**src/hw/rtl/tfw_pkg.sv**
```systemverilog
package tfw_pkg;

    localparam int VALUE_W     = 64;
    localparam int TAG_W       = 8;
    localparam int EVENT_W     = 3;
    localparam int MAX_RESULTS = 16;
    localparam int CNT_W       = $clog2(MAX_RESULTS);
    localparam int CFG_ADDR_W  = 4;
    localparam int CFG_DATA_W  = 64;

    typedef logic [1:0]            t_action;
    typedef logic [VALUE_W-1:0]    t_value;
    typedef logic [TAG_W-1:0]      t_tag;
    typedef logic [EVENT_W-1:0]    t_event;

    // input actions
    localparam t_action ACT_WAIT   = 2'd0;
    localparam t_action ACT_SIGNAL = 2'd1;
    localparam t_action ACT_TRY    = 2'd2;
    localparam t_action ACT_NONE   = 2'd3;

    // result events
    localparam t_event EV_RELEASED = 3'd0;
    localparam t_event EV_MET      = 3'd1;
    localparam t_event EV_PARKED   = 3'd2;
    localparam t_event EV_FULL     = 3'd3;
    localparam t_event EV_TRY      = 3'd4;
    localparam t_event EV_IGNORED  = 3'd5;
    localparam t_event EV_NONE     = 3'd6;

    // register index of start_value, taken from paddr[3]
    localparam logic REG_START_VALUE = 1'b0;

    typedef struct packed {
        t_action action;
        t_value  value;
        t_tag    tag;
    } t_item;

    typedef struct packed {
        logic   en;
        t_value value;
    } t_cfg_wr;

endpackage

```
**src/hw/rtl/tfw_if.sv**
```systemverilog
interface tfw_in_if;
    logic                valid;
    logic                ready;
    tfw_pkg::t_action    action;
    tfw_pkg::t_value     value;
    tfw_pkg::t_tag       waiter_tag;

    modport source (output valid, action, value, waiter_tag, input ready);
    modport sink   (input valid, action, value, waiter_tag, output ready);
endinterface

interface tfw_out_if;
    logic                valid;
    logic                ready;
    tfw_pkg::t_event     event_res;
    tfw_pkg::t_tag       released_tag;
    logic                reached;
    logic                last;

    modport source (output valid, event_res, released_tag, reached, last, input ready);
    modport sink   (input valid, event_res, released_tag, reached, last, output ready);
endinterface

```
**src/hw/rtl/tfw_front.sv**
```systemverilog
module tfw_front (
    input  logic            i_clk,
    input  logic            i_rst_n,
    tfw_in_if.sink          i_in,
    output logic            o_q_valid,
    output tfw_pkg::t_item  o_q_item,
    input  logic            i_q_pop
);
    import tfw_pkg::*;

    t_item      r_q [2];
    logic       r_wr_ptr;
    logic       r_rd_ptr;
    logic [1:0] r_count;
    logic       w_accept;
    logic       w_push;

    assign i_in.ready = (r_count != 2'd2);
    assign w_accept   = i_in.valid && i_in.ready;
    // drop the unused action here, it has no effect and no result
    assign w_push     = w_accept && (i_in.action != ACT_NONE);

    assign o_q_valid = (r_count != 2'd0);
    assign o_q_item  = r_q[r_rd_ptr];

    always_ff @(posedge i_clk) begin
        if (!i_rst_n) begin
            r_wr_ptr <= 1'b0;
            r_rd_ptr <= 1'b0;
            r_count  <= 2'd0;
        end else begin
            if (w_push) begin
                r_wr_ptr <= ~r_wr_ptr;
            end
            if (i_q_pop) begin
                r_rd_ptr <= ~r_rd_ptr;
            end
            r_count <= r_count + 2'(w_push) - 2'(i_q_pop);
        end
    end

    always_ff @(posedge i_clk) begin
        if (w_push) begin
            r_q[r_wr_ptr] <= '{action: i_in.action, value: i_in.value, tag: i_in.waiter_tag};
        end
    end

endmodule

```
**src/hw/rtl/tfw_back.sv**
```systemverilog
module tfw_back #(
    parameter int WAITER_SLOTS = 16
) (
    input  logic             i_clk,
    input  logic             i_rst_n,
    input  logic             i_q_valid,
    input  tfw_pkg::t_item   i_q_item,
    output logic             o_q_pop,
    input  tfw_pkg::t_cfg_wr i_cfg,
    tfw_out_if.source        o_out
);
    import tfw_pkg::*;

    localparam int SLOT_W = (WAITER_SLOTS > 1) ? $clog2(WAITER_SLOTS) : 1;

    localparam logic ST_IDLE    = 1'b0;
    localparam logic ST_RELEASE = 1'b1;

    logic                    r_state;
    t_value                  r_fence;
    logic [WAITER_SLOTS-1:0] r_used;
    t_value                  r_target [WAITER_SLOTS];
    t_tag                    mem_tag  [WAITER_SLOTS];
    t_tag                    r_tag_rd;
    logic [WAITER_SLOTS-1:0] r_mask;
    logic [CNT_W-1:0]        r_count;

    logic                    r_out_valid;
    t_event                  r_out_ev;
    t_tag                    r_out_tag;
    logic                    r_out_reached;
    logic                    r_out_last;
    logic                    r_out_from_mem;

    logic                    w_out_free;
    logic                    w_pop;
    logic                    w_met;
    logic                    w_any_free;
    logic [SLOT_W-1:0]       w_free_idx;
    logic [WAITER_SLOTS-1:0] w_hit;
    logic [SLOT_W-1:0]       w_pick;
    logic [WAITER_SLOTS-1:0] w_rem;
    logic                    w_rel_last;
    logic                    w_park_we;
    logic                    w_rel_re;

    assign w_out_free = !r_out_valid || o_out.ready;
    assign w_pop      = (r_state == ST_IDLE) && i_q_valid && w_out_free;
    assign o_q_pop    = w_pop;
    assign w_met      = (r_fence >= i_q_item.value);
    assign w_any_free = ~&r_used;

    // lowest free slot and lowest released slot
    always_comb begin
        w_free_idx = '0;
        w_pick     = '0;
        for (int i = WAITER_SLOTS - 1; i >= 0; i--) begin
            if (!r_used[i]) begin
                w_free_idx = SLOT_W'(i);
            end
            if (r_mask[i]) begin
                w_pick = SLOT_W'(i);
            end
        end
    end

    always_comb begin
        for (int i = 0; i < WAITER_SLOTS; i++) begin
            w_hit[i] = r_used[i] && (r_target[i] <= i_q_item.value);
        end
    end

    assign w_rem      = r_mask & ~({{(WAITER_SLOTS-1){1'b0}}, 1'b1} << w_pick);
    assign w_rel_last = (w_rem == '0) || (r_count == CNT_W'(MAX_RESULTS - 1));
    assign w_park_we  = w_pop && (i_q_item.action == ACT_WAIT) && !w_met && w_any_free;
    assign w_rel_re   = (r_state == ST_RELEASE) && w_out_free && (r_mask != '0);

    always_ff @(posedge i_clk) begin
        if (!i_rst_n) begin
            r_state     <= ST_IDLE;
            r_out_valid <= 1'b0;
            r_used      <= '0;
            r_fence     <= '0;
        end else begin
            if (r_out_valid && o_out.ready) begin
                r_out_valid <= 1'b0;
            end
            case (r_state)
                ST_IDLE: begin
                    if (w_pop) begin
                        r_out_valid    <= 1'b1;
                        r_out_last     <= 1'b1;
                        r_out_reached  <= 1'b0;
                        r_out_from_mem <= 1'b0;
                        r_out_tag      <= i_q_item.tag;
                        case (i_q_item.action)
                            ACT_WAIT: begin
                                if (w_met) begin
                                    r_out_ev <= EV_MET;
                                end else if (w_any_free) begin
                                    r_used[w_free_idx] <= 1'b1;
                                    r_out_ev           <= EV_PARKED;
                                end else begin
                                    r_out_ev <= EV_FULL;
                                end
                            end
                            ACT_SIGNAL: begin
                                r_out_tag <= '0;
                                if (i_q_item.value < r_fence) begin
                                    r_out_ev <= EV_IGNORED;
                                end else begin
                                    // snapshot the waiters to release, emit them next
                                    r_fence     <= i_q_item.value;
                                    r_mask      <= w_hit;
                                    r_count     <= '0;
                                    r_state     <= ST_RELEASE;
                                    r_out_valid <= 1'b0;
                                end
                            end
                            ACT_TRY: begin
                                r_out_ev      <= EV_TRY;
                                r_out_tag     <= '0;
                                r_out_reached <= w_met;
                            end
                            default: begin
                                r_out_valid <= 1'b0;
                            end
                        endcase
                    end
                end
                ST_RELEASE: begin
                    if (w_out_free) begin
                        r_out_valid   <= 1'b1;
                        r_out_reached <= 1'b0;
                        if (r_mask == '0) begin
                            r_out_ev       <= EV_NONE;
                            r_out_tag      <= '0;
                            r_out_from_mem <= 1'b0;
                            r_out_last     <= 1'b1;
                            r_state        <= ST_IDLE;
                        end else begin
                            r_out_ev       <= EV_RELEASED;
                            r_out_from_mem <= 1'b1;
                            r_out_last     <= w_rel_last;
                            r_used[w_pick] <= 1'b0;
                            r_mask         <= w_rem;
                            r_count        <= r_count + 1'b1;
                            if (w_rel_last) begin
                                r_state <= ST_IDLE;
                            end
                        end
                    end
                end
                default: begin
                    r_state <= ST_IDLE;
                end
            endcase
            if (i_cfg.en) begin
                r_fence <= i_cfg.value;
            end
        end
    end

    always_ff @(posedge i_clk) begin
        if (w_park_we) begin
            r_target[w_free_idx] <= i_q_item.value;
        end
    end

    // tag store: registered read, advanced only together with the output register
    always_ff @(posedge i_clk) begin
        if (w_park_we) begin
            mem_tag[w_free_idx] <= i_q_item.tag;
        end
        if (w_rel_re) begin
            r_tag_rd <= mem_tag[w_pick];
        end
    end

    assign o_out.valid        = r_out_valid;
    assign o_out.event_res    = r_out_ev;
    assign o_out.released_tag = r_out_from_mem ? r_tag_rd : r_out_tag;
    assign o_out.reached      = r_out_reached;
    assign o_out.last         = r_out_last;

endmodule

```
**src/hw/rtl/timeline_fence_waiter_table.sv**
```systemverilog
// Timeline fence with a table of parked waiters.
// i_in carries actions (wait, signal, try-wait) with a 64-bit value and a
// waiter tag; o_out carries result events, one or more per action, with the
// final one flagged by last. Both are valid/ready channels.
// The APB port holds start_value at address 0; writing it also loads the
// fence value at once. pready is always high.
// An accepted item is written into a two-entry queue and goes on from
// there to the output register. Wait, try-wait and an ignored signal
// each give one result. An accepted signal first snapshots the release
// mask; then the release sequencer gives one result per released waiter
// (at least one result), capped at 16 results, and reads the tag store
// once per released waiter. The unused action is dropped
// at the queue input and gives no result.
// Reset empties the queue and the table and sets the fence value to zero;
// there is no clearing pass. When the receiver stalls, the output register
// holds, the queue keeps taking items until both entries are full, and
// then i_in.ready drops.
module timeline_fence_waiter_table #(
    parameter int WAITER_SLOTS = 16
) (
    input  logic                             i_clk,
    input  logic                             i_rst_n,
    tfw_in_if.sink                           i_in,
    tfw_out_if.source                        o_out,
    input  logic                             psel,
    input  logic                             penable,
    input  logic                             pwrite,
    input  logic [tfw_pkg::CFG_ADDR_W-1:0]   paddr,
    input  logic [tfw_pkg::CFG_DATA_W-1:0]   pwdata,
    output logic [tfw_pkg::CFG_DATA_W-1:0]   prdata,
    output logic                             pready
);
    import tfw_pkg::*;

    t_value  r_start;
    t_cfg_wr w_cfg;
    logic    w_q_valid;
    t_item   w_q_item;
    logic    w_q_pop;
    logic    w_sel_start;

    assign pready      = 1'b1;
    assign w_sel_start = (paddr[3] == REG_START_VALUE);
    assign w_cfg.en    = psel && penable && pwrite && w_sel_start;
    assign w_cfg.value = pwdata;
    assign prdata      = w_sel_start ? r_start : '0;

    always_ff @(posedge i_clk) begin
        if (!i_rst_n) begin
            r_start <= '0;
        end else if (w_cfg.en) begin
            r_start <= pwdata;
        end
    end

    tfw_front u_front (
        .i_clk     (i_clk),
        .i_rst_n   (i_rst_n),
        .i_in      (i_in),
        .o_q_valid (w_q_valid),
        .o_q_item  (w_q_item),
        .i_q_pop   (w_q_pop)
    );

    tfw_back #(
        .WAITER_SLOTS (WAITER_SLOTS)
    ) u_back (
        .i_clk     (i_clk),
        .i_rst_n   (i_rst_n),
        .i_q_valid (w_q_valid),
        .i_q_item  (w_q_item),
        .o_q_pop   (w_q_pop),
        .i_cfg     (w_cfg),
        .o_out     (o_out)
    );

`ifndef NO_ASSERTIONS
    // take from the queue only when the output register can load
    a_pop_out_free: assert property (@(posedge i_clk) disable iff (!i_rst_n)
        w_q_pop |-> (w_q_valid && (!o_out.valid || o_out.ready)))
        else $error("queue popped while output blocked");

    // the queue never holds the unused action
    a_queue_clean: assert property (@(posedge i_clk) disable iff (!i_rst_n)
        w_q_valid |-> (w_q_item.action != ACT_NONE))
        else $error("unused action entered the queue");

    // only releases can be followed by more results of the same item
    a_single_last: assert property (@(posedge i_clk) disable iff (!i_rst_n)
        (o_out.valid && (o_out.event_res != EV_RELEASED)) |-> o_out.last)
        else $error("non-release result without last");
`endif

endmodule

```
**src/flat_wrapper.sv**
```systemverilog
// flat-port wrapper written by rule: the top's interface ports become plain ports
module timeline_fence_waiter_table_flat import tfw_pkg::*;
#(
    parameter int WAITER_SLOTS = 16
)
  (i_clk, i_rst_n, psel, penable, pwrite, paddr, pwdata, prdata, pready, i_in_valid, i_in_action, i_in_value, i_in_waiter_tag, i_in_ready, o_out_valid, o_out_event_res, o_out_released_tag, o_out_reached, o_out_last, o_out_ready);
  tfw_in_if i_in_i ();
  tfw_out_if o_out_i ();
  input  logic i_clk;
  input  logic i_rst_n;
  input  logic psel;
  input  logic penable;
  input  logic pwrite;
  input  logic [tfw_pkg::CFG_ADDR_W-1:0] paddr;
  input  logic [tfw_pkg::CFG_DATA_W-1:0] pwdata;
  output logic [tfw_pkg::CFG_DATA_W-1:0] prdata;
  output logic pready;
  input wire logic [$bits(i_in_i.valid)-1:0] i_in_valid;
  input wire logic [$bits(i_in_i.action)-1:0] i_in_action;
  input wire logic [$bits(i_in_i.value)-1:0] i_in_value;
  input wire logic [$bits(i_in_i.waiter_tag)-1:0] i_in_waiter_tag;
  output wire logic [$bits(i_in_i.ready)-1:0] i_in_ready;
  output wire logic [$bits(o_out_i.valid)-1:0] o_out_valid;
  output wire logic [$bits(o_out_i.event_res)-1:0] o_out_event_res;
  output wire logic [$bits(o_out_i.released_tag)-1:0] o_out_released_tag;
  output wire logic [$bits(o_out_i.reached)-1:0] o_out_reached;
  output wire logic [$bits(o_out_i.last)-1:0] o_out_last;
  input wire logic [$bits(o_out_i.ready)-1:0] o_out_ready;
  assign i_in_i.valid = i_in_valid;
  assign i_in_i.action = i_in_action;
  assign i_in_i.value = i_in_value;
  assign i_in_i.waiter_tag = i_in_waiter_tag;
  assign i_in_ready = i_in_i.ready;
  assign o_out_valid = o_out_i.valid;
  assign o_out_event_res = o_out_i.event_res;
  assign o_out_released_tag = o_out_i.released_tag;
  assign o_out_reached = o_out_i.reached;
  assign o_out_last = o_out_i.last;
  assign o_out_i.ready = o_out_ready;
  timeline_fence_waiter_table #(.WAITER_SLOTS(WAITER_SLOTS)) u_core (.i_clk(i_clk), .i_rst_n(i_rst_n), .i_in(i_in_i), .o_out(o_out_i), .psel(psel), .penable(penable), .pwrite(pwrite), .paddr(paddr), .pwdata(pwdata), .prdata(prdata), .pready(pready));
endmodule
```
**config.mk**
```make
export PLATFORM = sky130hd
export DESIGN_NAME = timeline_fence_waiter_table_flat
export DESIGN_NICKNAME = d
export VERILOG_FILES = /design/src/hw/rtl/tfw_pkg.sv /design/src/hw/rtl/tfw_if.sv /design/src/hw/rtl/tfw_front.sv /design/src/hw/rtl/tfw_back.sv /design/src/hw/rtl/timeline_fence_waiter_table.sv /design/src/flat_wrapper.sv
export SDC_FILE = /design/constraint.sdc
export NUM_CORES = 2
export LEC_CHECK = 0
export BUFFER_PORTS_ARGS = -buffer_cell sky130_fd_sc_hd__clkbuf_2
export CAP_MARGIN = 25
export CELL_PAD_IN_SITES_DETAIL_PLACEMENT = 1
export CELL_PAD_IN_SITES_GLOBAL_PLACEMENT = 2
export CORE_MARGIN = 3
export CORE_UTILIZATION = 35
export CTS_CLUSTER_DIAMETER = 100
export DETAILED_ROUTE_END_ITERATION = 6
export PLACE_DENSITY_LB_ADDON = 0.1
export SETUP_SLACK_MARGIN = 0.1
export SLEW_MARGIN = 5
export SYNTH_ARGS = -nofsm -noshare
export SYNTH_HDL_FRONTEND = slang
export SYNTH_HIERARCHICAL = 1
export SYNTH_SLANG_ARGS = --single-unit
```
**constraint.sdc**
```tcl
create_clock -name i_clk -period 10.3 [get_ports i_clk]
set_input_delay 2.06 -clock i_clk [delete_from_list [all_inputs] [get_ports i_clk]]
set_output_delay 2.06 -clock i_clk [all_outputs]
set_load 0.01 [all_outputs]
```
---- Word level (Yosys, flattened, before mapping) ----
Memory sizes are Yosys's and may differ from the RTL's. A register that Yosys moved wholly into a read port is not among the register bits.
Index checks and enable logic that the tools add are counted.
Widths: inputs -> output; s select.
operators by class
  add/subtract/negate cells ............... 3
  $mul .................................... 0
  divide/modulo/power cells ............... 0
  magnitude comparators ................... 22
  eq/ne operators ......................... 18
  shifts and indexed selects .............. 1
  mux-type cells .......................... 106
  bitwise logic cells ..................... 9
  reductions and logical operators ........ 52
operators by type and width
  cell                  count
  $le 64x64->1          16
  $mux 64               6
  $mux 16               11
  $mux 4                37
  $ge 64x64->1          1
  $lt 64x64->1          1
  $pmux 16 s2           2
  $mux 8                5
  $and 16x16->16        2
  $logic_not 16->1      2
  $not 16->16           2
  $logic_and 1x1->1     31
  $mux 1                28
  $ne 2x2->1 const B    9
  $or 16x16->16         1
  $pmux 8 s2            1
  $reduce_and 16->1     1
  $reduce_bool 16->1    1
  $shl 1x4->16 const A  1
  $mux 3                4
  $pmux 1 s2            6
  $reduce_and 6->1      2
  $lt 4x5->1 const B    2
  $pmux 3 s3            1
  23 further kinds      38
word-level totals
  register bits ........................... 184
  bits in latches ......................... 0
  bits in writable memories ............... 1300
  ROM bits ................................ 0
  input port bits ......................... 149
  output and inout bits ................... 80
  logic and storage cells ................. 229
  memories kept ........................... 3
memories
  name                    depth  width  read ports  clocked after Yosys merged registers in  wr ports  RTL line         source
  u_core.u_back.r_target  16     64     16          0                                        1         tfw_back.sv:22   t_value r_target [WAITER_SLOTS];
  u_core.u_front.r_q      2      74     1           1                                        1         tfw_front.sv:11  t_item r_q [2];
  u_core.u_back.mem_tag   16     8      1           1                                        1         tfw_back.sv:23   t_tag mem_tag [WAITER_SLOTS];

---- Depth between registers and ports, before layout ----
  depth in word-level cells ............... 26
  mapped depth ............................ 14
  depth with buffers taken out ............ 11

---- Modules after synthesis ----
Netlist, hierarchy kept.
by module, submodules not included
  module                       times used  cells each  area an instance (sq um)  seq. area each (sq um)
  tfw_back                     1           4854        65611.7                   37496.0
  tfw_front                    1           258         5610.4                    4544.4
  timeline_fence_waiter_table  1           352         3004.1                    1281.2

---- Worst setup path before layout ----
No wires, ideal clock.
  path kind ............................... input -> register
  start ................................... input o_out_ready
  end ..................................... register u_core.u_back.r_used[13]
  setup time .............................. 0.089 ns
  data arrival time ....................... 10.957 ns
  required time ........................... 10.211 ns
  setup slack ............................. -0.746 ns
  stages on the path ...................... 7
  buffers on the path ..................... 1
  cells stage by stage .................... nor2b_1 clkbuf_1 nor3b_1 and3_1 nand2_1 nor4bb_1 o221a_2
on the way
  longest elaborated chain between the ends .. 4
  elaborated cells on any way between the ends .. 5
  those cells by class .................... eq/ne (2); reduce/logical (3)
RTL lines
  what                            RTL line                           source
  start: declaration              flat_wrapper.sv:28                 input wire logic [$bits(o_out_i.ready)-1:0] o_out_ready;
  $logic_or 1x1->1                tfw_back.sv:47                     assign w_out_free = !r_out_valid || o_out.ready;
  $logic_and 1x1->1               tfw_back.sv:48                     assign w_pop = (r_state == ST_IDLE) && i_q_valid && w_out_free;
  named net u_core.w_q_pop        timeline_fence_waiter_table.sv:39  logic w_q_pop;
  $ne 2x2->1 (no line)            n/a
  $reduce_and 6->1 (no line)      n/a
  end signal: assignment          tfw_back.sv:82                     r_used <= '0;
  end signal: indexed assignment  tfw_back.sv:101                    r_used[w_free_idx] <= 1'b1;
  end signal: indexed assignment  tfw_back.sv:145                    r_used[w_pick] <= 1'b0;
  end: declaration                tfw_back.sv:21                     logic [WAITER_SLOTS-1:0] r_used;
The timed path passes the listed nets, and every way through them passes these cells.
A chain may end at the register's enable or synchronous reset.

==> results_tabular.tex <==
\begin{tabular}{lr}
\hline
Metric & Value \\
\hline
\multicolumn{2}{l}{\textbf{Setup path}} \\
\quad Crit path kind & register to register \\
\quad Delay contributed by the slowest stage of the critical path & 1.00 ns \\
\quad Cell-by-cell listing of the critical path & buf\_4 -> mux2\_2 -> ha\_1 -> nand4\_1 -> nor3\_1 -> a22oi\_1 -> a311oi\_1 -> a2111oi\_2 -> buf\_4 -> a21boi\_0 -> nand3\_1 -> nor2\_4 -> buf\_12 \\
\quad CP endpoint kind & register \\
\quad Cell with the largest stage delay on the worst path & nor2\_4 \\
\quad Most common cell on crit path & buf\_4 \\
\quad Cell class contributing the biggest share of worst-path delay & simple AND/OR/NAND/NOR gates \\
\quad Critical path startpoint category & register \\
\quad Crit-path max FO & 48 \\
\quad Endpoint required time on the critical path & about 11 ns \\
\quad Worst EP arrival & between 7 and 8 ns \\
\quad Buffering stage count on the worst path with inverters included & 3 \\
\multicolumn{2}{l}{\textbf{Yosys}} \\
\quad Post-synth EDFFs & between 1,000 and 1,500 \\
\quad Area leader, netlist & edfxtp\_1 \\
\quad Async set or reset register ratio after synthesis & 0 \\
\quad Yosys reg bits & about 1,500 \\
\quad Sequential area share after synthesis & 0.5836 \\
\quad Net count after synthesis & approximately 6,700 \\
\quad Warnings from Yosys & 6 \\
\quad Cells after Synth & 5,464 \\
\quad Total standard cell area after synthesis & 0.07423 mm2 \\
\quad Post-Syn Area per Cell & around 14 um2 \\
\quad Leading register cell type out of synthesis & edfxtp\_1 \\
\quad Area share of the largest cell type after synthesis & 0.5429 \\
\quad Distinct cell type count of the synthesized netlist & between 80 and 90 \\
\quad Largest cells by area after synthesis & edfxtp\_1 54\%, ha\_1 18\%, dfxtp\_1 4.1\%, a21o\_1 2.2\%, o21ai\_0 2.1\% \\
\multicolumn{2}{l}{\textbf{Timing}} \\
\quad Max-slew violation count & 0 \\
\quad Clk\_skew & 0.03283 ns \\
\quad Transition time at the pin with the least slew margin & $\sim$1.1 ns \\
\quad RSZ-0062 raised after global routing & false \\
\quad Final Setup Violations & 0 \\
\quad Final Cycle Share & 0.7041 \\
\quad Setup Total Neg Slack & 0 ns \\
\quad Min Tclk post-route & 7.252 ns \\
\quad Smallest hold slack & between 0.4 and 0.5 ns \\
\quad Relative slew margins & 0.2745 \\
\quad Hold violation total from the final report & 0 \\
\quad Highest attainable clock frequency & $\sim$140 MHz \\
\multicolumn{2}{l}{\textbf{Drt}} \\
\quad Number of search-and-repair iterations in the first detailed-routing pass & 7 \\
\quad Via density per instance & 5.517 \\
\quad Antenna Violating Nets Remaining & 0 \\
\quad Total via count in the routed design & $\sim$49,000 \\
\quad Final routed wirelength across all metal layers & around 260 mm \\
\quad Average wire per cell in the routed design & 28.92 um \\
\quad Detailed-route DRC error count & 0 \\
\quad First DRT Iteration DRCs & between 3,000 and 4,000 \\
\multicolumn{2}{l}{\textbf{Pwr}} \\
\quad Leakage & approximately 33 nW \\
\quad Areal power density over the cells & between 200 and 250 mW/mm2 \\
\quad Fraction of power spent switching nets & 0.3464 \\
\quad Clock group share of total power & 0.318 \\
\quad Sequential Power Share & 0.373 \\
\quad Worst vdd rail ir drop & roughly 180 uV \\
\quad Net Sw Power & $\sim$6.9 mW \\
\quad Combinational power share & 0.309 \\
\quad Cell-internal power & 12.95 mW \\
\quad Overall power & around 20 mW \\
\multicolumn{2}{l}{\textbf{Placed design}} \\
\quad Detailed placement HPWL & between 150 and 200 mm \\
\quad Number of buffers added on ports & $\sim$220 \\
\quad Routability congestion estimate from global placement & a little over 0.8 \\
\multicolumn{2}{l}{\textbf{GRT}} \\
\quad Maximum number of pins on one net before global-route repair & 93 \\
\quad Global router's overall resource usage & 0.2339 \\
\quad Total gr overflow & 0 \\
\quad Initial antenna violation count & 13 \\
\quad Wire length of the first global-routing pass & around 370 mm \\
\quad Vias in the first global route & just over 50,000 \\
\multicolumn{2}{l}{\textbf{Job}} \\
\quad \# Max-Cap Violations & 0 \\
\multicolumn{2}{l}{\textbf{Clocking}} \\
\quad Cell at the root of the clock tree & clkbuf\_16 \\
\quad Post CTS Setup Buffer Count & 0 \\
\quad Number of buffers created by CTS & $\sim$180 \\
\quad Clock sink count & 1,493 \\
\quad Cts hold-fix bufs & 0 \\
\quad Worst-case clock buffer depth & 3 \\
\quad Number of gates resized after cts & 0 \\
\quad Clock transition at the register clock pins on the worst setup and hold paths after CTS & about 0.060 ns \\
\quad Clock insertion delay at the later pin of the skew report & approximately 0.83 ns \\
\quad H-Tree Level Count & 4 \\
\quad Clock tree from TritonCTS & done \\
\multicolumn{2}{l}{\textbf{Floorplanning}} \\
\quad Io pins & about 230 \\
\quad Horizontal die dimension & about 470 um \\
\quad Floorplan die height & between 400 and 500 um \\
\quad Standard-cell rows & about 170 \\
\quad Total die area & 0.2176 mm2 \\
\quad Initial cell density of the core & 0.3531 \\
\quad Core Footprint & 0.2102 mm2 \\
\multicolumn{2}{l}{\textbf{Status}} \\
\quad Run status & finished clean \\
\multicolumn{2}{l}{\textbf{Finish}} \\
\quad Highest-count cells in the layout ignoring fill and taps & 1,342 x edfxtp\_1, 1,094 x ha\_1, 306 x o21ai\_0 \\
\quad Area delta synth->final & 15.37\% \\
\quad Most common cell after layout, fill and taps aside & edfxtp\_1 \\
\quad Layout cell share with drive strength beyond 1 & 0.1313 \\
\quad Number of nets in the final layout & approximately 7,200 \\
\multicolumn{2}{l}{\textbf{Worst hold path}} \\
\quad Worst hold path type & register to register \\
\hline
\end{tabular}
registers in the layout, summed over array words and instances, names as in the netlist, 2 cells and up, named ones only:
name,cells
u_core/u_back/r_target,1024
u_core/u_front/r_q,148
u_core/u_back/mem_tag,128
u_core/r_start,64
u_core/u_back/r_fence,64
u_core/u_back/r_mask,16
u_core/u_back/r_used,16
u_core/u_back/r_out_tag,8
u_core/u_back/r_tag_rd,8
u_core/u_back/r_count,4
u_core/u_back/o_out.event_res,3
u_core/u_front/r_count,2
kinds of logic (layout without fill, tap and decap cells):
logic type,Yosys count,in the layout,synth area share
other cells,1,2,0.00005052
compound gates,1195,1195,0.1044
xor+xnor,5,5,0.0005900
simple gates,1182,1182,0.08167
mux,197,197,0.02823
flops,1493,1493,0.5836
buf+inv,296,904,0.01682
fa+ha+maj,1095,1095,0.1845
Yosys cell counts, types with 9 or more instances:
library cell  count
nand3_1          95
or4_1            11
o21ai_0         306
nor4_1           37
ha_1           1094
or3_1            23
mux2i_1          98
clkbuf_1         84
nand4_1         216
a222oi_1         14
a211o_1          10
a311oi_1         67
nor2b_1         131
o21a_1           36
nand2_1         268
a21o_1          217
a21oi_1         279
nor2_1          191
o21bai_1         18
and3_1           14
a211oi_1         42
o22ai_1          15
and2_1           12
o221ai_1          9
a2111oi_0        15
nand2b_1         21
a221oi_1         11
mux2_2           99
dfxtp_1         151
inv_1           187
edfxtp_1       1342
o211ai_1         42
and4_1           13
nor3_1          127
a31oi_1          21
a221o_1           9
area by class of cell:
class                           instances  area, um2
Tap cell                             2805       3510
Clock inverter                         88      945.9
Multi-Input combinational cell       3675      29890
Timing Repair Buffer                  388       2429
Fill cell                           21680     124600
Sequential cell                      1493      43330
Inverter                              187      706.9
Clock buffer                          241       4831
Antenna cell                            1      2.502
through the flow:
| stage | setup slack (ns) | util | cells | instance area [um2] |
|---|---|---|---|---|
| floorplan | 1.255 | - | 5464 | 74240 |
| global route | 2.772 | 0.4074 | 8878 | 85640 |
| detailed placement | 2.651 | 0.3798 | 8545 | 79820 |
| global placement | 2.712 | 0.3795 | 8539 | 79770 |
| CTS | 2.599 | 0.4072 | 8874 | 85600 |
| finish | 3.048 | 0.4074 | 8878 | 85640 |
metal layers:
layer / up-vias / wire length (um) / global-route usage
met2: 828 / 125200 / 0.4003
li1: 22530 / - / -
met3: 290 / 8032 / 0.02683
met4: 2 / 7143 / 0.06603
met1: 25330 / 116400 / 0.3123
met5: - / 13 / 0
tightest hold or removal path: stages, from the launching register on:
cell     delay (ns)
dfxtp_1        0.30
nand2_1        0.05
mux2i_1        0.05
final timing paths:
kind,startpoint,to,slack (ns),cells after the start
hold / removal,u_core/r_start[59],u_core/r_start[59],0.45,2
setup / recovery,register,u_core/u_back/r_target[6][34],3.05,13
hold reg to reg,u_core/r_start[59],u_core/r_start[59],0.45,2
setup reg to reg,register,u_core/u_back/r_target[6][34],3.05,13
power by group through the flow:
stage,Sequential (mW),Combinational [mW],Clock (mW)
2_1_floorplan,7.47,3.55,0
3_3_place_gp,7.52,6.06,0
3_5_place_dp,7.53,6.20,0
4_1_cts,7.40,6.25,6.48
5_1_grt,7.42,6.86,6.73
6_report,7.40,6.13,6.29
Power figures use the tool's default switching activity.
